[src/hw/rtl/rfm_pkg.sv]
// Shared types and constants for the ring FIFO with running minimum.
`default_nettype none

package rfm_pkg;

    localparam int DATA_W    = 32;
    localparam int CAP_W     = 5;
    localparam int DEPTH_DEF = 16;
    localparam int CAP_RESET = 10;

    typedef enum logic [1:0] {
        STATUS_OK    = 2'd0,
        STATUS_FULL  = 2'd1,
        STATUS_EMPTY = 2'd2
    } t_status;

    typedef enum logic {
        ACT_ENQ = 1'b0,
        ACT_DEQ = 1'b1
    } t_action;

    typedef struct packed {
        logic                     action;
        logic signed [DATA_W-1:0] value;
    } t_item;

    typedef struct packed {
        logic signed [DATA_W-1:0] popped_value;
        t_status                  status;
        logic [CAP_W-1:0]         occupancy;
        logic signed [DATA_W-1:0] min_value;
        logic                     min_valid;
    } t_result;

    typedef struct packed {
        logic capture;
        logic exec;
        logic scan;
    } t_dp_cmd;

    typedef struct packed {
        logic scan_done;
    } t_dp_sts;

endpackage

`default_nettype wire

[src/hw/rtl/rfm_ctrl.sv]
// Controller state machine: sequences update, ring walk and result strobe.
`default_nettype none

module rfm_ctrl
    import rfm_pkg::*;
(
    input  wire logic    i_clk,
    input  wire logic    i_rst_n,
    input  wire logic    start,
    output logic         busy,
    output logic         o_strobe,
    output t_dp_cmd      o_cmd,
    input  wire t_dp_sts i_sts
);

    typedef enum logic [1:0] {
        S_IDLE,
        S_EXEC,
        S_SCAN
    } t_state;

    t_state r_state;
    logic   r_busy;
    logic   r_strobe;

    always_ff @(posedge i_clk) begin
        if (!i_rst_n) begin
            r_state  <= S_IDLE;
            r_busy   <= 1'b0;
            r_strobe <= 1'b0;
        end else begin
            r_strobe <= 1'b0;
            unique case (r_state)
                S_IDLE: begin
                    if (start && !r_busy) begin
                        r_state <= S_EXEC;
                        r_busy  <= 1'b1;
                    end
                end
                S_EXEC: begin
                    r_state <= S_SCAN;
                end
                S_SCAN: begin
                    // The last outstanding compare completes at this edge.
                    if (i_sts.scan_done) begin
                        r_state  <= S_IDLE;
                        r_busy   <= 1'b0;
                        r_strobe <= 1'b1;
                    end
                end
                default: begin
                    r_state <= S_IDLE;
                    r_busy  <= 1'b0;
                end
            endcase
        end
    end

    always_comb begin
        o_cmd.capture = (r_state == S_IDLE) && start && !r_busy;
        o_cmd.exec    = (r_state == S_EXEC);
        o_cmd.scan    = (r_state == S_SCAN);
    end

    assign busy     = r_busy;
    assign o_strobe = r_strobe;

endmodule

`default_nettype wire

[src/hw/rtl/rfm_dp.sv]
// Datapath: entry memory, ring pointers, capacity register and minimum walk.
`default_nettype none

module rfm_dp
    import rfm_pkg::*;
#(
    parameter int DEPTH = DEPTH_DEF
) (
    input  wire logic             i_clk,
    input  wire logic             i_rst_n,
    input  wire logic             i_cfg_we,
    input  wire logic [CAP_W-1:0] i_cfg_wdata,
    input  wire t_item            i_item,
    input  wire t_dp_cmd          i_cmd,
    output t_dp_sts               o_sts,
    output t_result               o_res
);

    localparam int IW      = (DEPTH > 1) ? $clog2(DEPTH) : 1;
    localparam int CW      = (IW + 1 > CAP_W) ? IW + 1 : CAP_W;
    localparam int CAP_LIM = (DEPTH < (2 ** CAP_W) - 1) ? DEPTH : (2 ** CAP_W) - 1;
    localparam int CAP_RST = (CAP_RESET > CAP_LIM) ? CAP_LIM : CAP_RESET;
    localparam logic [CAP_W-1:0] CAP_MAX  = CAP_W'(CAP_LIM);
    localparam logic [CAP_W-1:0] CAP_INIT = CAP_W'(CAP_RST);

    logic signed [DATA_W-1:0] mem [DEPTH];

    logic                     r_action;
    logic signed [DATA_W-1:0] r_value;
    logic [CAP_W-1:0]         r_cap;
    logic [IW-1:0]            r_head;
    logic [IW-1:0]            r_tail;
    logic [CAP_W-1:0]         r_count;
    logic [IW-1:0]            r_scan_ptr;
    logic [CAP_W-1:0]         r_scan_left;
    logic signed [DATA_W-1:0] r_rd_data;
    logic                     r_pop_vld;
    logic                     r_scan_vld;
    logic                     r_first;
    logic signed [DATA_W-1:0] r_min;
    logic signed [DATA_W-1:0] r_popped;
    t_status                  r_status;

    logic             enq_ok;
    logic             deq_ok;
    logic             scan_issue;
    logic [IW-1:0]    n_head;
    logic [IW-1:0]    n_tail;
    logic [CAP_W-1:0] n_count;
    logic [CAP_W-1:0] n_cap;
    logic [IW-1:0]    rd_addr;
    t_status          n_status;

    // Next slot in ring order, wrapping at the capacity in use.
    function automatic logic [IW-1:0] ring_next(input logic [IW-1:0] idx,
                                                input logic [CAP_W-1:0] cap);
        logic [CW-1:0] inc;
        inc = CW'(idx) + CW'(1);
        return (inc >= CW'(cap)) ? '0 : idx + 1'b1;
    endfunction

    always_comb begin
        enq_ok     = (r_action == ACT_ENQ) && (r_count < r_cap);
        deq_ok     = (r_action == ACT_DEQ) && (r_count != '0);
        scan_issue = i_cmd.scan && (r_scan_left != '0);
        n_head     = deq_ok ? ring_next(r_head, r_cap) : r_head;
        n_tail     = enq_ok ? ring_next(r_tail, r_cap) : r_tail;
        priority if (enq_ok) begin
            n_count = r_count + 1'b1;
        end else if (deq_ok) begin
            n_count = r_count - 1'b1;
        end else begin
            n_count = r_count;
        end
        priority if (enq_ok || deq_ok) begin
            n_status = STATUS_OK;
        end else if (r_action == ACT_ENQ) begin
            n_status = STATUS_FULL;
        end else begin
            n_status = STATUS_EMPTY;
        end
        priority if (i_cfg_wdata == '0) begin
            n_cap = CAP_W'(1);
        end else if (i_cfg_wdata > CAP_MAX) begin
            n_cap = CAP_MAX;
        end else begin
            n_cap = i_cfg_wdata;
        end
        rd_addr = i_cmd.exec ? r_head : r_scan_ptr;
    end

    // Single-port entry store with registered read data.
    always_ff @(posedge i_clk) begin
        if (i_cmd.exec && enq_ok) begin
            mem[r_tail] <= r_value;
        end
        if ((i_cmd.exec && deq_ok) || scan_issue) begin
            r_rd_data <= mem[rd_addr];
        end
    end

    always_ff @(posedge i_clk) begin
        if (!i_rst_n) begin
            r_cap      <= CAP_INIT;
            r_head     <= '0;
            r_tail     <= '0;
            r_count    <= '0;
            r_pop_vld  <= 1'b0;
            r_scan_vld <= 1'b0;
        end else begin
            r_pop_vld  <= i_cmd.exec && deq_ok;
            r_scan_vld <= scan_issue;
            if (i_cfg_we) begin
                // A new capacity empties the queue so that the ring stays consistent.
                r_cap   <= n_cap;
                r_head  <= '0;
                r_tail  <= '0;
                r_count <= '0;
            end else if (i_cmd.exec) begin
                r_head  <= n_head;
                r_tail  <= n_tail;
                r_count <= n_count;
            end
        end
    end

    always_ff @(posedge i_clk) begin
        if (i_cmd.capture) begin
            r_action <= i_item.action;
            r_value  <= i_item.value;
        end
        if (i_cmd.exec) begin
            r_status    <= n_status;
            r_popped    <= '0;
            r_min       <= '0;
            r_first     <= 1'b1;
            r_scan_ptr  <= n_head;
            r_scan_left <= n_count;
        end
        if (scan_issue) begin
            r_scan_ptr  <= ring_next(r_scan_ptr, r_cap);
            r_scan_left <= r_scan_left - 1'b1;
        end
        if (r_pop_vld) begin
            r_popped <= r_rd_data;
        end
        if (r_scan_vld) begin
            r_first <= 1'b0;
            if (r_first || (r_rd_data < r_min)) begin
                r_min <= r_rd_data;
            end
        end
    end

    assign o_sts.scan_done = (r_scan_left == '0);

    always_comb begin
        o_res.popped_value = r_popped;
        o_res.status       = r_status;
        o_res.occupancy    = r_count;
        o_res.min_value    = r_min;
        o_res.min_valid    = (r_count != '0);
    end

endmodule

`default_nettype wire

[src/hw/rtl/ring_fifo_with_min_unit.sv]
// Top level of the ring FIFO with running minimum: controller plus datapath.
//
//  channel   direction  handshake                      payload
//  command   in         start, busy (taken: start & !busy)  i_item (t_item)
//  result    out        o_res_valid, one cycle         o_res (t_result)
//  config    in         i_cfg_we, always taken         i_cfg_wdata (capacity)
//
// After acceptance the queue is updated (S_EXEC), then the live entries are walked one per
// cycle (S_SCAN) through the single read port of the entry memory; the walk covers the
// occupancy after the update, and the next transaction is accepted only once it is done.
// The result strobe comes at the end of the walk; busy is already low in that cycle.
// Reset empties the queue and sets the capacity to 10; no clearing pass is needed.
// The receiver cannot stall, so each result is shown for exactly one cycle.
`default_nettype none

module ring_fifo_with_min_unit
    import rfm_pkg::*;
#(
    parameter int DEPTH = DEPTH_DEF
) (
    input  wire logic             i_clk,
    input  wire logic             i_rst_n,
    input  wire logic             start,
    output logic                  busy,
    input  wire t_item            i_item,
    output logic                  o_res_valid,
    output t_result               o_res,
    input  wire logic             i_cfg_we,
    input  wire logic [CAP_W-1:0] i_cfg_wdata
);

    t_dp_cmd cmd;
    t_dp_sts sts;

    rfm_ctrl u_ctrl (
        .i_clk    (i_clk),
        .i_rst_n  (i_rst_n),
        .start    (start),
        .busy     (busy),
        .o_strobe (o_res_valid),
        .o_cmd    (cmd),
        .i_sts    (sts)
    );

    rfm_dp #(
        .DEPTH (DEPTH)
    ) u_dp (
        .i_clk       (i_clk),
        .i_rst_n     (i_rst_n),
        .i_cfg_we    (i_cfg_we),
        .i_cfg_wdata (i_cfg_wdata),
        .i_item      (i_item),
        .i_cmd       (cmd),
        .o_sts       (sts),
        .o_res       (o_res)
    );

endmodule

`default_nettype wire

[config.mk]
export PLATFORM = sky130hd
export DESIGN_NAME = ring_fifo_with_min_unit
export DESIGN_NICKNAME = d
export VERILOG_FILES = /design/src/hw/rtl/rfm_pkg.sv /design/src/hw/rtl/rfm_ctrl.sv /design/src/hw/rtl/rfm_dp.sv /design/src/hw/rtl/ring_fifo_with_min_unit.sv
export SDC_FILE = /design/constraint.sdc
export NUM_CORES = 1
export LEC_CHECK = 0
export ABC_AREA = 1
export CAP_MARGIN = 20
export CORE_MARGIN = 4
export CORE_UTILIZATION = 57
export DETAILED_ROUTE_END_ITERATION = 6
export DONT_BUFFER_PORTS = 1
export PLACE_DENSITY = 0.79
export SYNTH_ARGS = -nofsm -noshare
export SYNTH_HDL_FRONTEND = slang
export SYNTH_SLANG_ARGS = --single-unit
[constraint.sdc]
create_clock -name i_clk -period 4 [get_ports i_clk]
set_input_delay 0.8 -clock i_clk [delete_from_list [all_inputs] [get_ports i_clk]]
set_output_delay 0.8 -clock i_clk [all_outputs]
set_load 0.05 [all_outputs]
; After elaboration in Yosys (flattened, before gate mapping)
; Memories as Yosys holds them, arrays and structs flattened. A register that Yosys moved wholly into a read port is not among the register bits.
; Cells that the tools add are included.
; Widths: inputs -> output; s select.
[word_totals]
out_inout_bits = 74
mem_count = 1
elab_cells = 92
ram_bits = 512
reg_bits = 133
input_bits = 42
[mem_list]
columns = name, words, word_bits, rd, rd_clocked_by_memory_dff, wr, line_no
row1 = u_dp.mem, 16, 32, 1, 1, 1, rfm_dp.sv:26  ; logic signed [DATA_W-1:0] mem [DEPTH];
[classes]
bitwise_logic = 3
order_cmp = 6
eq_ne = 4
mux = 28
add_sub_neg = 9
n_reduce_logical = 24
[op_table]
columns = cell, count
row1 = $mux 32, 5
row2 = $lt 32x32->1, 1
row3 = $mux 5, 6
row4 = $mux 4, 7
row5 = $add 4x1->5 const B, 3
row6 = $ge 5x5->1, 3
row7 = $add 4x1->4 const B, 3
row8 = $logic_not 5->1, 2
row9 = $reduce_bool 5->1, 2
row10 = $sub 5x1->5 const B, 2
row11 = $logic_and 1x1->1, 8
row12 = $mux 2, 3
row13 = $pmux 2 s3, 1
row14 = $reduce_and 2->1, 3
row15 = $add 5x1->5 const B, 1
row16 = $gt 5x5->1 const B, 1
row17 = $lt 5x5->1, 1
row18 = $mux 1, 5
row19 = $reduce_bool 2->1, 2
row20 = $logic_or 1x1->1, 3
row21 = $not 1->1, 3
row22 = $pmux 1 s3, 1
row23 = $reduce_and 3->1, 1
row24 = $eq 2x1->1 const B, 1
row25 = 6 further kinds, 6

; Logic depth before layout (Yosys ltp)
; Gate-level depths: netlist (run 1).
[depth]
ltp_word = 6
mapped_depth = 18
ltp_nobuf = 17

; Cells and area by module
; A second synthesis (run 1) with hierarchy kept.
[unflattened]
hier_cells = 2418
hier_area_um2 = 28491.1
[by_module_without_submodules]
columns = mod, cells_each, seq_area_each_um2, area_per_inst_um2, n_inst
row1 = rfm_dp, 2390, 19678.9, 28299.6, 1
row2 = rfm_ctrl, 28, 80.1, 191.4, 1

; Worst setup path before layout (run 1)
; No wires, ideal clock.
[synth_timing]
path_type = register to register
start = reg u_dp.r_count[2]
end = mem u_dp.mem[11][0], enable pin
slack_ns = -0.683
setup_time_ns = 0.461
synth_period_minus_slack_ns = 4.683
arrival_time_ns = 4.222
path_buffers = 0
t_required_ns = 3.539
stages_incl_launch_ff = 10
cell_sequence = dfxtp_1 > ha_1 > a21oi_1 > o21a_1 > nand2_1 > nor2_2 > inv_1 > nor2_2 > inv_2 > nor3_1
[synth_via]
elab_chain_len = 5
[synth_rtl]
columns = element, line_no
row1 = from (decl), rfm_dp.sv:33  ; logic [CAP_W-1:0] r_count;
row2 = from (signal assigned), rfm_dp.sv:122  ; r_count <= n_count;
row3 = $lt 5x5->1, rfm_dp.sv:63  ; enq_ok = (r_action == ACT_ENQ) && (r_count < r_cap);
row4 = $logic_and 1x1->1, rfm_dp.sv:63
row5 = $logic_and 1x1->1, rfm_dp.sv:94  ; if (i_cmd.exec && enq_ok) begin
row6 = $mux 1, rfm_dp.sv:94
row7 = $mux 1 (implied by the code), rfm_dp.sv:95  ; mem[r_tail] <= r_value;
row8 = to (decl), rfm_dp.sv:26
; No other way between the ends.

; Final worst setup path (run 1)
[layout_timing]
start = reg u_dp.r_cap[2]
end = mem u_dp.mem[5][9], enable pin
[layout_via]
elab_chain_len = 5
[layout_rtl]
columns = element, line_no
row1 = from (decl), rfm_dp.sv:30  ; logic [CAP_W-1:0] r_cap;
row2 = from (signal assigned), rfm_dp.sv:115  ; r_cap <= n_cap;
row3 = $lt 5x5->1, rfm_dp.sv:63
row4 = $logic_and 1x1->1, rfm_dp.sv:63
row5 = $logic_and 1x1->1, rfm_dp.sv:94
row6 = $mux 1, rfm_dp.sv:94
row7 = $mux 1 (implied by the code), rfm_dp.sv:95
; No other way between the ends.

==> results of run 1 <==
-- Yosys cell counts, types with 10 or more instances --
cell type / n / area share
o221ai_1: 91 / 0.029
o21ai_0: 135 / 0.025
o211ai_1: 44 / 0.012
inv_1: 122 / 0.017
nand3_1: 76 / 0.014
nor2_1: 325 / 0.045
buf_2: 86 / 0.016
nand2_1: 224 / 0.031
xor2_1: 10 / 0.0032
dfxtp_1: 57 / 0.042
o21ai_1: 144 / 0.026
a21oi_1: 35 / 0.0064
edfxtp_1: 620 / 0.68
o22ai_1: 38 / 0.0087
clkbuf_1: 29 / 0.0040
ha_1: 59 / 0.027
-- worst paths after layout --
check,start,end,slack (ns),cells past startpoint
setup / recovery,u_dp.r_cap[2],u_dp.mem[5][9],0.62,11
hold / removal,i_item[24],u_dp.r_value[24],0.29,0
setup reg to reg,u_dp.r_cap[2],u_dp.mem[5][9],0.62,11
hold reg to reg,u_dp.r_head[3],u_dp.r_head[3],0.48,2
-- critical path: stages, from the launching register on --
cell and delay [ns]:
dfxtp_1 0.30, inv_1 0.18, ha_1 0.29, a21oi_1 0.14, o21a_1 0.15, nand2_1 0.07
nor2_2 0.25, inv_1 0.17, nor2_2 0.37, nand2_1 0.36, nor2_4 0.54, buf_12 0.24
-- sequential cells by signal, summed over array words and instances, names as in the netlist, 2 cells and up --
signal / count
u_dp.r_scan_left: 5
u_dp.r_head: 4
u_dp.r_min: 32
u_ctrl.r_state: 2
u_dp.r_status: 2
u_dp.r_cap: 5
u_dp.r_rd_data: 32
u_dp.r_value: 32
u_dp.r_scan_ptr: 4
u_dp.r_count: 5
u_dp.r_tail: 4
u_dp.mem: 512
u_dp.r_popped: 32
-- cell families after synthesis --
| family | count (synthesis) | share of synthesized area |
|---|---|---|
| AND/OR/NAND/NOR | 645 | 0.0940 |
| adder cells (fa/ha/maj) | 59 | 0.0270 |
| buffers and inverters | 254 | 0.0401 |
| XOR/XNOR | 12 | 0.00384 |
| AO/OA/AOI/OAI | 506 | 0.113 |
| flip-flops | 677 | 0.722 |
-- routing by layer --
layer	wire length [um]	share of wire	vias up	GRT usage
li1	-	-	7849	-
met1	24300	0.39	8519	0.324
met2	30100	0.48	984	0.386
met3	6070	0.098	145	0.0486
met4	1730	0.028	0	0.0878
met5	0	0	-	0
-- report_power, final --
part           switching (mW)  internal [mW]  leakage, nW
combinational            5.03           2.10         3.36
sequential               1.86           9.36         6.09
clock                    2.62           3.82         1.11
-- stage by stage --
stage          setup TNS (ns)  area [sq um]
2_1_floorplan          -87.41         27400
3_3_place_gp                0         28100
3_5_place_dp                0         28100
4_1_cts                     0         30400
5_1_grt                     0         30400
6_report                    0         30400
-- layout make-up --
| cell class | count | share of cell area |
|---|---|---|
| clock buffers | 88 | 0.0612 |
| inverters | 128 | 0.0161 |
| flip-flops and latches | 677 | 0.650 |
| well taps | 615 | 0.0253 |
| repair buffers | 46 | 0.0147 |
| multi-input cells | 1222 | 0.219 |
| clock inverters | 35 | 0.0138 |
==> results.md, run 1 <==
* Seq/Total Area, Yosys at 0.722
* Initial antenna violation count at 0
* Post-cts sizing count at 0
* Worst Hold Slack at 0.286 ns
* Final Hold Vio Count at 0
* WP data required at 4.30 ns
* Post-DP HPWL at 35,300 um
* Maximum fanout along the worst path at 18
* Starting Density at 0.575
* Max Root-Sink Buffers at 3
* Dpl ws at just over 0.7 ns
* First-pass DRT Iterations at 6
* Worst setup SP type: flip-flop
* Commonest cells after routing, fill and taps aside: edfxtp_1, nor2_1, nand2_1, o21ai_1, o21ai_0
* Multi-input logic area at 0.00665 sq mm
* Number of post-CTS setup repair buffers at 0
* Largest net degree at the start of global routing at between 150 and 200
* Post-Synthesis Net Count at 2,254
* Post-synth EDFFs at 620
* Vias in the first global route at around 17,000
* Die Span Y at 227 um
* CTS sink cnt at approximately 680
* Top_reg_cell synth: edfxtp_1
* Total die area at 0.0516 sq mm
* Standby leakage power at approximately 11 nW
* DR WL/cell at 22.1 um
* Iteration-0 DRC Markers at 2,229
* H-tree depth at 3
* Fin crit share at 0.844
* Slew of the pin with the lowest slew margin at between 1 and 1.5 ns
* Residual DRC at 0
* Max-slew violations at 0
* Nets at 2,243
* Total CTS buffers at 67
* Clock Skew at 0.0262 ns
* Async SR Flop Fraction at 0
* Share of cells above drive strength 1 at 0.0829
* Row Count at 80
* Tot GR Track Use at 0.238
* Placed Cells incl. Taps at around 2,700
* Port Buf Inserts at 0
* Global-route wire length before repair at 95,500 um
* Via count at 17,497
* FILL cells at 3,200
* Ys Warns at 0
* MaxCap Viol Count at 0
* Vias per Instance at a little over 6
* Status: completed
* Worst-path clk slew at 0.06 ns
* P per Cell Area at 816 mW/mm^2
* Crit path kind: flip-flop to flip-flop
* Total congestion overflow at 0
* Worst Slack Setup Final at 0.625 ns
* Most common cell after layout, fill and taps aside: edfxtp_1
* Peak supply drop at 0.000936 V
* RSZ-0062 raised after global routing: no
* Seq cells post-synth at 677
* Post-layout util at 0.639
* Yosys cell types at 37
* Antenna viol nets, final at 0
* Core Region at 0.0475 sq mm
* CTS tree: done
* N_diodes at 0
* WP data arrival at 3.68 ns
* Register area at 0.0198 sq mm
* Crit. End Element: flip-flop
* Boundary Pins at 116
* Area grow syn2layout at 11.1%
* Mapped Area at around 0.027 sq mm
* Slew Limit Headroom at 0.241
* Final setup viols at 0
* Final Non-Filler Cells at 2,811
* CTS root buffer: clkbuf_16
* Drt total wl at 62,200 um
* Post-Syn Instances at approximately 2,200
* Worst-skew pair later-pin latency at 0.61 ns
* GP Congestion at roughly 0.88
* Die span in x at 227 um
* Design Power at between 20 and 25 mW
* Final min period at 3.38 ns
* Cts hold-fix bufs at 0
* Worst Hold Class: primary input to flip-flop
* FMAX at 296 MHz
* Avg Inst Size Synth at 12.7 sq um
(Power assumes the default switching activity.)
==> run 2: changes to the inputs <==
ABC_AREA = 0   (was 1)
clock period = 2.9 ns   (was 4 ns; I/O delays follow)
==> run 2 against run 1 <==
Net effect:
- critical path type unchanged
- cell count shrank 15%
- cell area up 5.2%
- flip-flop and latch count is the same
- synthesized cell count is 26% lower
==> results.md, run 2 <==
* Status: completed (unchanged)
* H-tree depth at 3 (unchanged)
* Dpl ws at -0.0562 ns (was 0.710 ns)
* Top reg by flops: u_dp.mem (unchanged)
* Ys Warns at 0 (unchanged)
* Crit. End Element: flip-flop (unchanged)
* Seq cells post-synth at 677 (unchanged)
* Worst-path clk slew at 0.06 ns (about the same)
* Post-Syn Instances at 1,584 (was 2,153)
* RSZ-0062 raised after global routing: no (unchanged)
* Slew Limit Headroom at 0.465 (was 0.241)
* DR WL/cell at 27.7 um (was 22.1 um)
* Area grow syn2layout at 15.8% (was 11.1%)
* Total die area at 0.0520 sq mm (was 0.0516 sq mm)
* P per Cell Area at 725 mW/mm^2 (was 816 mW/mm^2)
* Most common cell in the netlist: edfxtp_1 (unchanged)
* Crit path kind: flip-flop to flip-flop (unchanged)
* Placed Cells incl. Taps at 2,252 (was 2,688)
* Sum of negative setup slack at 0 ns (unchanged)
* Global-route wire length before repair at 99,300 um (was 95,500 um)
* Drt total wl at 65,900 um (was 62,200 um)
* Antenna viol nets, final at 0 (unchanged)
* Via count at 15,586 (was 17,497)
* Boundary Pins at 116 (unchanged)
* FILL cells at 2,920 (was 3,200)
* Worst-skew pair later-pin latency at 0.61 ns (about the same)
* Die span in x at 228 um (was 227 um)
* Standby leakage power at 10.9 nW (was 10.6 nW)
* CTS tree: done (unchanged)
* Post-synth EDFFs at 620 (unchanged)
* First-pass DRT Iterations at 5 (was 6)
* Total CTS buffers at 69 (was 67)
* Maximum fanout along the worst path at 18 (unchanged)
* Worst Hold Slack at 0.0753 ns (was 0.286 ns)
* CTS root buffer: clkbuf_16 (unchanged)
* Yosys cell types at 55 (was 37)
* Vias in the first global route at 15,845 (was 17,025)
* Synth area leaders: edfxtp_1, mux4_2, dfxtp_1, ha_1, and2_1 (was edfxtp_1, nor2_1, dfxtp_1, nand2_1, o221ai_1)
* WP data required at 3.38 ns (was 4.30 ns)
* Vias per Instance at 6.56 (was 6.22)
* Max reg flops at 512 (unchanged)
* CTS sink cnt at 677 (unchanged)
* Total congestion overflow at 0 (unchanged)
* Die Span Y at 228 um (was 227 um)
* Worst Slack Setup Final at 0.0974 ns (was 0.625 ns)
* Initial antenna violation count at 5 (was 0)
* Core Region at 0.0478 sq mm (was 0.0475 sq mm)
* Final setup viols at 0 (unchanged)
* Synth top area share at 0.675 (was 0.681)
* Slew of the pin with the lowest slew margin at 0.803 ns (was 1.14 ns)
* Seq/Total Area, Yosys at 0.716 (was 0.722)
* Largest net degree at the start of global routing at 65 (was 199)
* Synth area leader: edfxtp_1 (unchanged)
* Max-slew violations at 0 (unchanged)
* Mapped Area at 0.0276 sq mm (was 0.0274 sq mm)
* Tot GR Track Use at 0.252 (was 0.238)
* Register area at 0.0198 sq mm (about the same)
* Starting Density at 0.577 (was 0.575)
* Worst Hold Class: primary input to flip-flop (unchanged)
* Port Buf Inserts at 0 (unchanged)
* WP data arrival at 3.28 ns (was 3.68 ns)
* Avg Inst Size Synth at 17.4 sq um (was 12.7 sq um)
* Number of post-CTS setup repair buffers at 0 (unchanged)
* Max Root-Sink Buffers at 3 (unchanged)
* Final min period at 2.80 ns (was 3.38 ns)
* Peak supply drop at 0.000361 V (was 0.000936 V)
* FMAX at 357 MHz (was 296 MHz)
* Multi-input logic area at 0.00754 sq mm (was 0.00665 sq mm)
* Residual DRC at 0 (unchanged)
* Nets at 1,809 (was 2,243)
* Fin crit share at 0.966 (was 0.844)
* Worst setup SP type: flip-flop (unchanged)
* Share of cells above drive strength 1 at 0.236 (was 0.0829)
* Post-Synthesis Net Count at 1,685 (was 2,254)
* Top_reg_cell synth: edfxtp_1 (unchanged)
* Most common cell after layout, fill and taps aside: edfxtp_1 (unchanged)
* Final Hold Vio Count at 0 (unchanged)
* Commonest cells after routing, fill and taps aside: edfxtp_1, mux4_2, buf_4, nand2_1, clkbuf_16 (was edfxtp_1, nor2_1, nand2_1, o21ai_1, o21ai_0)
* Async SR Flop Fraction at 0 (unchanged)
* Post-DP HPWL at 39,200 um (was 35,300 um)
* Clock Skew at 0.0289 ns (was 0.0262 ns)
* Top cells by count, synth: edfxtp_1, mux4_2, nand2_1, and2_1, ha_1 (was edfxtp_1, nor2_1, nand2_1, o21ai_1, o21ai_0)
* Final Non-Filler Cells at 2,377 (was 2,811)
* Iteration-0 DRC Markers at 2,217 (was 2,229)
* GP Congestion at 0.843 (was 0.882)
* MaxCap Viol Count at 0 (unchanged)
* Row Count at 80 (unchanged)
-- run 2: per-layer routing --
layer,part of all wire,GRT usage,up-vias
met2,0.47,0.383,1039
met3,0.12,0.0691,131
met1,0.38,0.360,7829
met4,0.029,0.0825,2
met5,0.00020,0,-
li1,-,-,6585
-- run 2: cell type report --
class,instances,share of cell area
Timing Repair Buffer,139,0.0468
Multi-Input combinational cell,770,0.236
Inverter,51,0.00599
Antenna cell,1,0.0000783
Clock buffer,87,0.0582
Clock inverter,37,0.0104
Tap cell,615,0.0241
Sequential cell,677,0.619
-- run 2: cell families after synthesis --
kind of cell	share of synthesized area
AO/OA/AOI/OAI	0.0499
XOR/XNOR	0.00381
adder cells (fa/ha/maj)	0.0268
buffers and inverters	0.0227
flip-flops	0.716
multiplexers	0.118
AND/OR/NAND/NOR	0.0625
-- run 2: worst max-delay path, stage by stage (launching register included) --
cell and delay [ns]:
edfxtp_1 0.60, ha_1 0.38, nand4_1 0.15, a2111oi_1 0.45
a211oi_1 0.20, a32oi_4 0.31, buf_12 0.22, mux2i_1 0.10
a221o_1 0.27
-- run 2: metrics by stage --
step	util	power, mW	area, sq um
after floorplan	-	13.5	27800
after global placement	0.621	14.5	29700
after detailed placement	0.621	14.6	29700
after CTS	0.667	23.2	31900
after global routing	0.668	24.0	32000
final	0.668	23.2	32000
-- run 2: power by group --
part / leakage [nW] / internal (mW) / switching (mW)
Combinational: 3.75 / 1.18 / 1.89
Clock: 1.08 / 5.01 / 3.69
Sequential: 6.08 / 11.0 / 0.403
Total: 10.9 / 17.2 / 5.98
-- run 2: final timing paths --
| check | depth (start not counted) | endpoint | slack, ns | start |
|---|---|---|---|---|
| worst max-delay path | 8 | u_dp.r_min[31] | 0.1 | u_dp.r_rd_data[8] |
| worst max register to register | 8 | u_dp.r_min[31] | 0.1 | u_dp.r_rd_data[8] |
| worst min register to register | 2 | u_dp.r_cap[4] | 0.50 | u_dp.r_cap[4] |
| worst min-delay path | 0 | u_dp.r_value[19] | 0.08 | i_item[19] |
-- run 2: what timing repair did --
item	CTS	global route
gates resized for setup	4	4
hold buffers	0	0
endpoints found under the setup margin	4	31
